--- src/sv/tdfs_pkg.sv ---
// ----------------------------------------------------------------------------
// tdfs_pkg
// Shared types, constants and helpers for the tube digit fade sequencer.
// ----------------------------------------------------------------------------
package tdfs_pkg;

    // tube counts: TUBE_COUNT tubes in the engine, IO_TUBES digits on the ports
    localparam int TUBE_COUNT = 6;
    localparam int IO_TUBES   = 6;

    localparam int DIGIT_W = 4;
    localparam int LEVEL_W = 8;

    typedef logic [DIGIT_W-1:0] digit_t;
    typedef logic [LEVEL_W-1:0] level_t;
    typedef logic [1:0]         mode_t;

    localparam level_t FULL_LEVEL      = '1;
    localparam level_t FADE_STEP_RESET = level_t'(15);

    // item kinds
    localparam mode_t MODE_DIGITS  = 2'd0;
    localparam mode_t MODE_TICK    = 2'd1;
    localparam mode_t MODE_RESTART = 2'd2;

    // configuration register indexes
    typedef logic [0:0] cfg_index_t;
    localparam cfg_index_t CFG_FADE_ENABLE = 1'b0;
    localparam cfg_index_t CFG_FADE_STEP   = 1'b1;
    localparam int CFG_DATA_W = LEVEL_W;

    // input transaction
    typedef struct packed {
        mode_t  mode;
        digit_t new_0;
        digit_t new_1;
        digit_t new_2;
        digit_t new_3;
        digit_t new_4;
        digit_t new_5;
    } tdfs_in_t;

    // result transaction
    typedef struct packed {
        digit_t shown_0;
        digit_t shown_1;
        digit_t shown_2;
        digit_t shown_3;
        digit_t shown_4;
        digit_t shown_5;
        level_t level_0;
        level_t level_1;
        level_t level_2;
        level_t level_3;
        level_t level_4;
        level_t level_5;
    } tdfs_out_t;

    // per-tube update commands, applied in priority settle, take_instant, take_fade, tick
    typedef struct packed {
        logic   settle;
        logic   take_instant;
        logic   take_fade;
        logic   tick;
        level_t step;
    } tdfs_ctl_t;

    // digit of tube idx from an input transaction, 0 for tubes with no field
    function automatic digit_t in_digit(tdfs_in_t item, int idx);
        digit_t d;
        case (idx)
            0:       d = item.new_0;
            1:       d = item.new_1;
            2:       d = item.new_2;
            3:       d = item.new_3;
            4:       d = item.new_4;
            5:       d = item.new_5;
            default: d = '0;
        endcase
        return d;
    endfunction

endpackage

--- src/sv/tdfs_tube.sv ---
// ----------------------------------------------------------------------------
// tdfs_tube
// State of one tube: shown, previous and pending digits, fade phase, level.
// ----------------------------------------------------------------------------
module tdfs_tube
    import tdfs_pkg::*;
(
    input  logic      aclk,
    input  logic      aresetn,
    input  tdfs_ctl_t ctl,
    input  digit_t    incoming,
    output digit_t    shown,
    output level_t    level
);

    typedef enum logic [1:0] {
        PH_STABLE = 2'd0,
        PH_OUT    = 2'd1,
        PH_IN     = 2'd2
    } phase_t;

    phase_t phase_reg,    phase_next;
    level_t level_reg,    level_next;
    digit_t shown_reg,    shown_next;
    digit_t previous_reg, previous_next;
    digit_t pending_reg,  pending_next;

    // next state for the highest-priority active command
    always_comb begin
        phase_next    = phase_reg;
        level_next    = level_reg;
        shown_next    = shown_reg;
        previous_next = previous_reg;
        pending_next  = pending_reg;
        if (ctl.settle) begin
            phase_next   = PH_STABLE;
            level_next   = FULL_LEVEL;
            pending_next = '0;
        end else if (ctl.take_instant) begin
            shown_next    = incoming;
            previous_next = incoming;
        end else if (ctl.take_fade) begin
            previous_next = incoming;
            if (incoming != previous_reg) begin
                pending_next = incoming;
                if (phase_reg == PH_STABLE) begin
                    phase_next = PH_OUT;
                end
            end
        end else if (ctl.tick) begin
            case (phase_reg)
                PH_OUT: begin
                    if (level_reg <= ctl.step) begin
                        level_next = '0;
                        shown_next = pending_reg;
                        phase_next = PH_IN;
                    end else begin
                        level_next = level_reg - ctl.step;
                    end
                end
                PH_IN: begin
                    if (level_reg >= FULL_LEVEL - ctl.step) begin
                        level_next = FULL_LEVEL;
                        phase_next = PH_STABLE;
                    end else begin
                        level_next = level_reg + ctl.step;
                    end
                end
                default: begin
                    phase_next = phase_reg;
                end
            endcase
        end
    end

    // tube state
    always_ff @(posedge aclk) begin
        if (!aresetn) begin
            phase_reg    <= PH_STABLE;
            level_reg    <= FULL_LEVEL;
            shown_reg    <= '0;
            previous_reg <= '0;
            pending_reg  <= '0;
        end else begin
            phase_reg    <= phase_next;
            level_reg    <= level_next;
            shown_reg    <= shown_next;
            previous_reg <= previous_next;
            pending_reg  <= pending_next;
        end
    end

    assign shown = shown_reg;
    assign level = level_reg;

endmodule

--- src/sv/tube_digit_fade_sequencer.sv ---
// ----------------------------------------------------------------------------
// tube_digit_fade_sequencer
// Six-tube digit cross-fade engine: new digits, frame ticks and restarts.
// ----------------------------------------------------------------------------
// path from input transaction to result valid: input register, then tube state
//   update, whose registers drive the result directly
// throughput: one transaction per cycle while the result side keeps up
// reset: aresetn synchronous active low; tubes stable at level 255, digits 0,
//   fading off, fade step 15, no previous digits
module tube_digit_fade_sequencer
    import tdfs_pkg::*;
(
    input  logic                  aclk,
    input  logic                  aresetn,
    input  logic                  s_valid,
    output logic                  s_ready,
    input  tdfs_in_t              s_data,
    output logic                  m_valid,
    input  logic                  m_ready,
    output tdfs_out_t             m_data,
    input  logic                  cfg_we,
    input  cfg_index_t            cfg_index,
    input  logic [CFG_DATA_W-1:0] cfg_data
);

    logic      in_valid_reg;
    tdfs_in_t  in_data_reg;
    logic      m_valid_reg;
    logic      fade_enable_reg;
    level_t    fade_step_reg;
    logic      previous_valid_reg;
    logic      advance;
    tdfs_ctl_t ctl;
    digit_t    shown_arr [IO_TUBES];
    level_t    level_arr [IO_TUBES];

    // the held transaction updates the tubes once the result slot is free
    assign advance = in_valid_reg && (!m_valid_reg || m_ready);
    assign s_ready = !in_valid_reg || advance;

    // input register
    always_ff @(posedge aclk) begin
        if (!aresetn) begin
            in_valid_reg <= 1'b0;
        end else if (s_ready) begin
            in_valid_reg <= s_valid;
        end
        if (s_ready && s_valid) begin
            in_data_reg <= s_data;
        end
    end

    // result valid, the tube state itself is the result payload
    always_ff @(posedge aclk) begin
        if (!aresetn) begin
            m_valid_reg <= 1'b0;
        end else if (advance) begin
            m_valid_reg <= 1'b1;
        end else if (m_ready) begin
            m_valid_reg <= 1'b0;
        end
    end

    // configuration and previous-digits flag
    always_ff @(posedge aclk) begin
        if (!aresetn) begin
            fade_enable_reg    <= 1'b0;
            fade_step_reg      <= FADE_STEP_RESET;
            previous_valid_reg <= 1'b0;
        end else begin
            if (cfg_we) begin
                unique case (cfg_index)
                    CFG_FADE_ENABLE: fade_enable_reg <= cfg_data[0];
                    CFG_FADE_STEP:   fade_step_reg   <= cfg_data[LEVEL_W-1:0];
                    default:         fade_step_reg   <= fade_step_reg;
                endcase
            end
            if (advance && in_data_reg.mode == MODE_DIGITS) begin
                previous_valid_reg <= 1'b1;
            end else if (advance && in_data_reg.mode == MODE_RESTART) begin
                previous_valid_reg <= 1'b0;
            end
        end
    end

    // tube commands
    always_comb begin
        ctl.settle       = (cfg_we && cfg_index == CFG_FADE_ENABLE && !cfg_data[0])
                           || (advance && in_data_reg.mode == MODE_RESTART);
        ctl.take_instant = advance && in_data_reg.mode == MODE_DIGITS
                           && (!fade_enable_reg || !previous_valid_reg);
        ctl.take_fade    = advance && in_data_reg.mode == MODE_DIGITS
                           && fade_enable_reg && previous_valid_reg;
        ctl.tick         = advance && in_data_reg.mode == MODE_TICK && fade_enable_reg;
        ctl.step         = fade_step_reg;
    end

    // tube array
    generate
        for (genvar i = 0; i < TUBE_COUNT; i++) begin : g_tube
            digit_t t_shown;
            level_t t_level;
            tdfs_tube u_tube (
                .aclk     (aclk),
                .aresetn  (aresetn),
                .ctl      (ctl),
                .incoming (in_digit(in_data_reg, i)),
                .shown    (t_shown),
                .level    (t_level)
            );
            if (i < IO_TUBES) begin : g_io
                assign shown_arr[i] = t_shown;
                assign level_arr[i] = t_level;
            end
        end
        for (genvar j = TUBE_COUNT; j < IO_TUBES; j++) begin : g_absent
            assign shown_arr[j] = '0;
            assign level_arr[j] = FULL_LEVEL;
        end
    endgenerate

    // result payload
    assign m_valid         = m_valid_reg;
    assign m_data.shown_0  = shown_arr[0];
    assign m_data.shown_1  = shown_arr[1];
    assign m_data.shown_2  = shown_arr[2];
    assign m_data.shown_3  = shown_arr[3];
    assign m_data.shown_4  = shown_arr[4];
    assign m_data.shown_5  = shown_arr[5];
    assign m_data.level_0  = level_arr[0];
    assign m_data.level_1  = level_arr[1];
    assign m_data.level_2  = level_arr[2];
    assign m_data.level_3  = level_arr[3];
    assign m_data.level_4  = level_arr[4];
    assign m_data.level_5  = level_arr[5];

endmodule

--- config.mk ---
export PLATFORM = sky130hd
export DESIGN_NAME = tube_digit_fade_sequencer
export DESIGN_NICKNAME = d
export VERILOG_FILES = /design/src/sv/tdfs_pkg.sv /design/src/sv/tdfs_tube.sv /design/src/sv/tube_digit_fade_sequencer.sv
export SDC_FILE = /design/constraint.sdc
export NUM_CORES = 1
export LEC_CHECK = 0
export BUFFER_PORTS_ARGS = -buffer_cell sky130_fd_sc_hd__buf_4
export CORE_UTILIZATION = 55
export CTS_CLUSTER_DIAMETER = 150
export DETAILED_ROUTE_END_ITERATION = 8
export HOLD_SLACK_MARGIN = 0.12
export PLACE_DENSITY_LB_ADDON = 0.12
export SLEW_MARGIN = 20
export SYNTH_ARGS = -nofsm -noshare
export SYNTH_HDL_FRONTEND = slang
export SYNTH_SLANG_ARGS = --single-unit
--- constraint.sdc ---
create_clock -name aclk -period 2.8 [get_ports aclk]
set_clock_uncertainty 0.1 [all_clocks]
set_input_delay 0.14 -clock aclk [delete_from_list [all_inputs] [get_ports aclk]]
set_output_delay 0.14 -clock aclk [all_outputs]
set_load 0.005 [all_outputs]
==> results of run 1 <==
==> how the worst max path moves through the flow <==
stage / to / cells past startpoint / slack [ps] / from
2_1_floorplan: g_tube[0].u_tube.shown[0] / 8 / 20 / fade_step_reg[1]
3_3_place_gp: g_tube[1].u_tube.level[7] / 9 / -9 / fade_step_reg[0]
3_5_place_dp: g_tube[1].u_tube.level[7] / 8 / -70 / fade_step_reg[7]
4_1_cts: g_tube[0].u_tube.level[6] / 8 / 20 / fade_step_reg[2]
5_1_grt: g_tube[2].u_tube.shown[1] / 8 / -0.9 / fade_step_reg[3]
6_report: g_tube[2].u_tube.level[5] / 8 / 80 / fade_step_reg[3]
==> cell type report <==
class | count | area (um2)
Tap cell | 275 | 344
Inverter | 100 | 383
Fill cell | 1712 | 6390
Sequential cell | 170 | 3670
Clock inverter | 14 | 153
Multi-Input combinational cell | 1055 | 7810
Timing Repair Buffer | 241 | 1980
Clock buffer | 18 | 429
==> cell families after synthesis <==
logic type      count (synthesis)  synth area share (%)
xor+xnor                       75                  5.49
mux                            64                  5.36
simple gates                  420                  17.0
buf+inv                       163                  5.29
flops                         170                  30.6
compound gates                364                  21.7
fa+ha+maj                     132                  14.5
==> what timing repair did <==
| item | CTS | global route |
|---|---|---|
| pin swaps | 1 | 5 |
| hold buffers | 44 | 0 |
| gates resized for setup | 4 | 23 |
| endpoints found under the setup margin | 5 | 32 |
| buffers inserted | 2 | 0 |
| endpoints found under the hold margin | 38 | 0 |
==> power breakdown <==
part           total [uW]  switching, uW  internal, uW  leakage (uW)
Clock                2410           1210          1200      0.000280
Sequential           2560           41.1          2520       0.00142
Combinational        1080            605           473       0.00459
==> per-stage QoR <==
stage	hold slack, ps	worst slack [ps]	area, um2	total power [uW]
after detailed placement	219	-65.5	13600	3600
after CTS	285	24.7	14700	6040
after global routing	306	-0.891	14800	6270
after floorplan	129	22.4	12000	3270
after global placement	218	-8.92	13600	3600
final	306	80.9	14800	6050
==> cells in the final DEF (no fill, tap or decap), types with 8 or more instances in the layout <==
master         synthesis  routed
nor2b_1               20      20
o311ai_0               8       8
a21oi_1               94      91
o31ai_1               16      14
mux2i_1               63      63
a31oi_1               18      18
a22oi_1                9       9
o21bai_1              13      13
nand2_1              105     105
inv_1                 98      96
edfxtp_1              26      26
buf_4                  1     192
nor2_1               146     146
and2_1                11      10
dfxtp_1              144     141
o21ai_0               44      44
nand4_1                8       8
or2_2                  9       9
a311oi_1              23      22
a21o_1                14      12
dlygate4sd3_1          0      44
o211ai_1              14      14
fa_1                  12      11
a211oi_1              12      11
nor4_1                 8       8
nand3_1               19      18
ha_1                 120     115
o21a_1                11      11
a221oi_1               9       8
xor2_1                38      38
or3_1                  9       8
clkbuf_16              0      17
nand2b_1              18      18
xnor2_1               37      37
nor3_1                28      25
==> routing by layer <==
layer,up-vias,track usage [%]
met5,-,0
met4,0,11.2
met3,61,3.93
li1,5375,-
met1,5295,43.0
met2,407,51.9
==> worst reg2reg max path: cells and delay by family, from the launching register on <==
| kind | cells | cell delay (ps) |
|---|---|---|
| simple gates | 2 | 300 |
| xor+xnor | 1 | 160 |
| buf+inv | 1 | 250 |
| compound gates | 3 | 930 |
| flops | 1 | 370 |
| fa+ha+maj | 1 | 500 |
==> flow_summary.toml, run 1 <==
[critical_path]
reg2reg_to = "g_tube[2].u_tube.level[5]"
rr_worst_depth = 8
r2r-start = "fade_step_reg[3]"
critPathTopFamily = "compound AO/OA/AOI/OAI gates"
cpMaxStageDelayCell = "ha_1"
critPathKind = "reg -> reg"
critical_path_arrival_ps = 2940
worstSetupStartpointType = "register"
crit_required_ps = 3020
crit_buf_inv = 1
cp_cell_sequence = "clkinvlp_4 -> ha_1 -> a21oi_1 -> nand2b_1 -> nand3b_1 -> xnor2_1 -> a2111o_1 -> o32a_1"
crit_path_end_kind = "register"
reg2reg_slack_ps = 80
max_stage_delay_ps = 490
crit_fanout = 9

[timing]
post-route-min-period_ps = 2720
finalHoldViolCount = 0
min_period_over_period_pct = 97.1
fmax_mhz = 368
setup_tns_ps = 0
grt_setup_unrepaired = "yes"
drv_slew = 0
tightest_slew_ps = 980
slew_headroom_pct = 34.0
setup_viol_count_final = 0

[detailed_routing]
wl_met3_um = 2030
viasPerCell = 5.95
via_count = 11100
drc = 0
top_layer = "met4"
route.met2.wl_um = 16400
totalWireLength_um = 35100
detail-route-antenna-nets = 0
drtPass1Iterations = 5
wire_per_inst_um = 18.8
drt_iter0_markers = 673
wl_met1_um = 15700

[placement]
dp_hpwl_um = 25400
post-place-cells = 1795
io_buffers = 113
gp_congestion = 0.968

[synthesis]
synth_seq_area_share_pct = 30.6
synth.area.top_cells = "dfxtp_1 (24%), ha_1 (13%), edfxtp_1 (6.5%), mux2i_1 (5.3%), nor2_1 (4.6%)"
synth_common_cells = "nor2_1 (146), dfxtp_1 (144), ha_1 (120), nand2_1 (105), inv_1 (98)"
syn_nets = 1560
synth-edff-count = 26
yosys_warnings = 0
synth-seq-cells = 170
synth.most_common_cell = "nor2_1"
synth_area_per_cell_um2 = 8.63
syn_area_um2 = 12000
synth_cell_types = 87
async_flop_share_pct = 0
synth_top_area_cell = "dfxtp_1"
synth_top_area_share_pct = 24.1
dominantRegCellSynth = "dfxtp_1"
syn_inst = 1388

[job]
maxCapViolCount = 0

[global_routing]
grt_pass1_vias = 10500
grt_pass1_wl_um = 55300
antenna_found_initial = 0
track_usage_pct = 31.8
grt_max_degree = 56
gr-total-overflow = 0

[clock_tree]
cts_root_buf = "clkbuf_16"
cts_tree = "yes"
clkTransAtPathRegs_ps = 80
cts_sinks = 170
clk_latency_ps = 450
cts_buffers = 17
cts_max_path_buffers = 2
h-tree-depth = 4

[final_layout]
area_growth_pct = 23.3
fin_cells = 1873
diodes = 0
largest_reg_flops = 48
nets = 1757
drive_above_1_share_pct = 18.3
utilization_pct = 69.8

[die]
coreArea_um2 = 21200
chipHeight_um = 150
die_w_um = 150
die_area_um2 = 22400
num_rows = 53
start_util_pct = 56.6
pin_count = 114

[hold_path]
whs_endpoint = "g_tube[4].u_tube.shown[2]"
worst_hold_path_type = "in -> reg"
min_path_cells = 5
min_from = "cfg_index"

[status]
outcome = "complete, no violations"

[power_and_ir_drop]
vdd_drop_max_uv = 385
p_per_area_nw_per_um2 = 410
leakage_uw = 0.00629
No activity file was read; power rests on OpenSTA's default activity.
==> run 2, diff against run 1 <==
--- a/config.mk
+++ b/config.mk
@@ -8,3 +8,4 @@
 export BUFFER_PORTS_ARGS = -buffer_cell sky130_fd_sc_hd__buf_4
-export CORE_UTILIZATION = 55
+export CORE_UTILIZATION = 56
+export CTS_BUF_LIST = sky130_fd_sc_hd__clkbuf_4
 export CTS_CLUSTER_DIAMETER = 150
==> constraint.sdc (replaced) <==
create_clock -name aclk -period 2.8 [get_ports aclk]
set_clock_uncertainty 0.1 [all_clocks]
set_input_delay 0.56 -clock aclk [delete_from_list [all_inputs] [get_ports aclk]]
set_output_delay 0.56 -clock aclk [all_outputs]
set_load 0.01 [all_outputs]
==> run 2 against run 1 <==
Net effect:
- core utilization decreased by 0.30 points
- sequential share of layout area grew 0.31 points
- routed wire length increased by 2.6%
- critical path type unchanged
==> flow_summary.toml, run 2 (same netlist as run 1, synthesis figures left out) <==
[placement]
gp_congestion = 1.00
postPlaceCellArea_um2 = 13700
dp_hpwl_um = 26200
io_buffers = 113

[detailed_routing]
via_count = 11300
drtPass1Iterations = 6
drt_iter0_markers = 751
wire_per_inst_um = 19.1
totalWireLength_um = 36000
drc = 0
viasPerCell = 5.97
detail-route-antenna-nets = 0

[final_layout]
drive_above_1_share_pct = 20.1
final_common_cell = "buf_4"
multi_input_area_um2 = 7840
largest_reg_flops = 48
ff_latch_area_um2 = 3670
final_area_um2 = 14600
fillerInstances = 1717
area_growth_pct = 22.0
nets = 1772
layout_common_cells = "buf_4 (215), nor2_1 (145), dfxtp_1 (140)"

[clock_tree]
cts_root_buf = "clkbuf_4"
cts_buffers = 17
h-tree-depth = 4
cts_max_path_buffers = 2
cts_tree = "yes"
cts_sinks = 170
clkTransAtPathRegs_ps = 190
clk_latency_ps = 610

[timing]
setup_viol_count_final = 0
fmax_mhz = 366
finalHoldViolCount = 0
tightest_slew_ps = 1020
slew_headroom_pct = 31.5
setup_tns_ps = 0
grt_setup_unrepaired = "yes"
drv_slew = 0
post-route-min-period_ps = 2730
min_period_over_period_pct = 97.5

[hold_path]
min_path_cells = 3
whs_endpoint = "fade_enable_reg"
worst_hold_path_type = "in -> reg"
min_from = "cfg_data[0]"

[critical_path]
crit_path_end_kind = "register"
critPathKind = "reg -> reg"
rr_worst_depth = 9
r2r-start = "fade_step_reg[2]"
crit_required_ps = 3200
reg2reg_slack_ps = 70
crit_fanout = 7
reg2reg_to = "g_tube[4].u_tube.shown[1]"
worstSetupStartpointType = "register"
critical_path_arrival_ps = 3130

[power_and_ir_drop]
p_int_uw = 3520
leakage_uw = 0.00623
swShare_pct = 33.4
p_per_area_nw_per_um2 = 362
pwr-share-clk_pct = 30.4
combinationalPowerShare_pct = 21.0
seqPwrFrac_pct = 48.6
switchingPower_uw = 1760
vdd_drop_max_uv = 429

[global_routing]
use_met2_pct = 54.2
grt_pass1_vias = 10900
grt_max_degree = 57
grt_use_met1_pct = 42.9
grt_pass1_wl_um = 56900
track_usage_pct = 33.0
antenna_found_initial = 1
met3_usage_pct = 4.91
gr-total-overflow = 0
busiest_layer = "met2"

[status]
outcome = "complete, no violations"

[die]
die_area_um2 = 22000
pin_count = 114
start_util_pct = 57.0
num_rows = 53
coreArea_um2 = 21000
chipHeight_um = 148
die_w_um = 148

[job]
maxCapViolCount = 0
==> run 2: cell types whose count changed in the layout (fill, tap and decap cells not counted), sizes merged <==
cell / change
buf: +23
clkinvlp: -1
diode: +1
dlygate4sd3: -8
bufinv: +1
==> run 2: worst max-delay path by stage <==
stage                startpoint                         to  slack [ps]  cells past startpoint
2_1_floorplan  fade_step_reg[1]  g_tube[0].u_tube.shown[0]          20                      8
3_3_place_gp   fade_step_reg[0]  g_tube[1].u_tube.level[7]         -40                      9
3_5_place_dp   fade_step_reg[0]  g_tube[0].u_tube.level[6]        -100                      8
4_1_cts        fade_step_reg[2]  g_tube[4].u_tube.shown[1]           2                      9
5_1_grt        fade_step_reg[2]  g_tube[0].u_tube.level[6]         -30                      8
6_report       fade_step_reg[2]  g_tube[4].u_tube.shown[1]          70                      9
==> run 2: layout make-up <==
cell class / instances / share of cell area [%]
multi-input combinational: 1055 / 53.7
sequential: 170 / 25.1
timing repair buffer: 256 / 14.1
inverter: 100 / 2.65
tap: 275 / 2.35
clock inverter: 14 / 1.17
clock buffer: 18 / 0.925
antenna: 1 / 0.0171
==> run 2: repair_timing <==
action	4_1_cts	5_1_grt
hold endpoints to repair	33	0
hold buffers	36	0
setup endpoints to repair	29	63
pin swaps	1	12
resized for setup	6	35
setup buffers	6	6
==> run 2: metrics by stage <==
stage	util, %	power (uW)	hold slack, ps	std cells	worst slack, ps
after global placement	65.1	3620	363	1808	-36.7
after detailed placement	65.1	3620	375	1808	-104
after CTS	68.6	5260	137	1882	1.81
after floorplan	-	3270	357	1388	22.4
after global routing	69.5	5490	157	1889	-34.2
final	69.5	5280	161	1889	70.2
==> run 2: critical path, stage by stage, from the launching register on <==
cell        delay, ps
dfxtp_2           390
clkinvlp_4        230
buf_6             210
ha_2              370
nand2_1            90
or4b_4            520
o31ai_2            90
a21o_2            250
a21oi_1           100
a311oi_1          250
==> run 2: layer usage <==
metal  vias up  part of all wire, %
met5         -                    0
met4         0                  3.9
met3        94                  6.8
met2       440                   46
met1      5338                   44
li1       5398                    -
==> run 2: power groups by stage <==
stage	Sequential, uW	Combinational, uW	Clock [uW]
floorplan	2610	657	0
global placement	2620	1000	0
detailed placement	2620	1000	0
CTS	2570	1060	1630
global route	2580	1200	1710
finish	2570	1110	1610
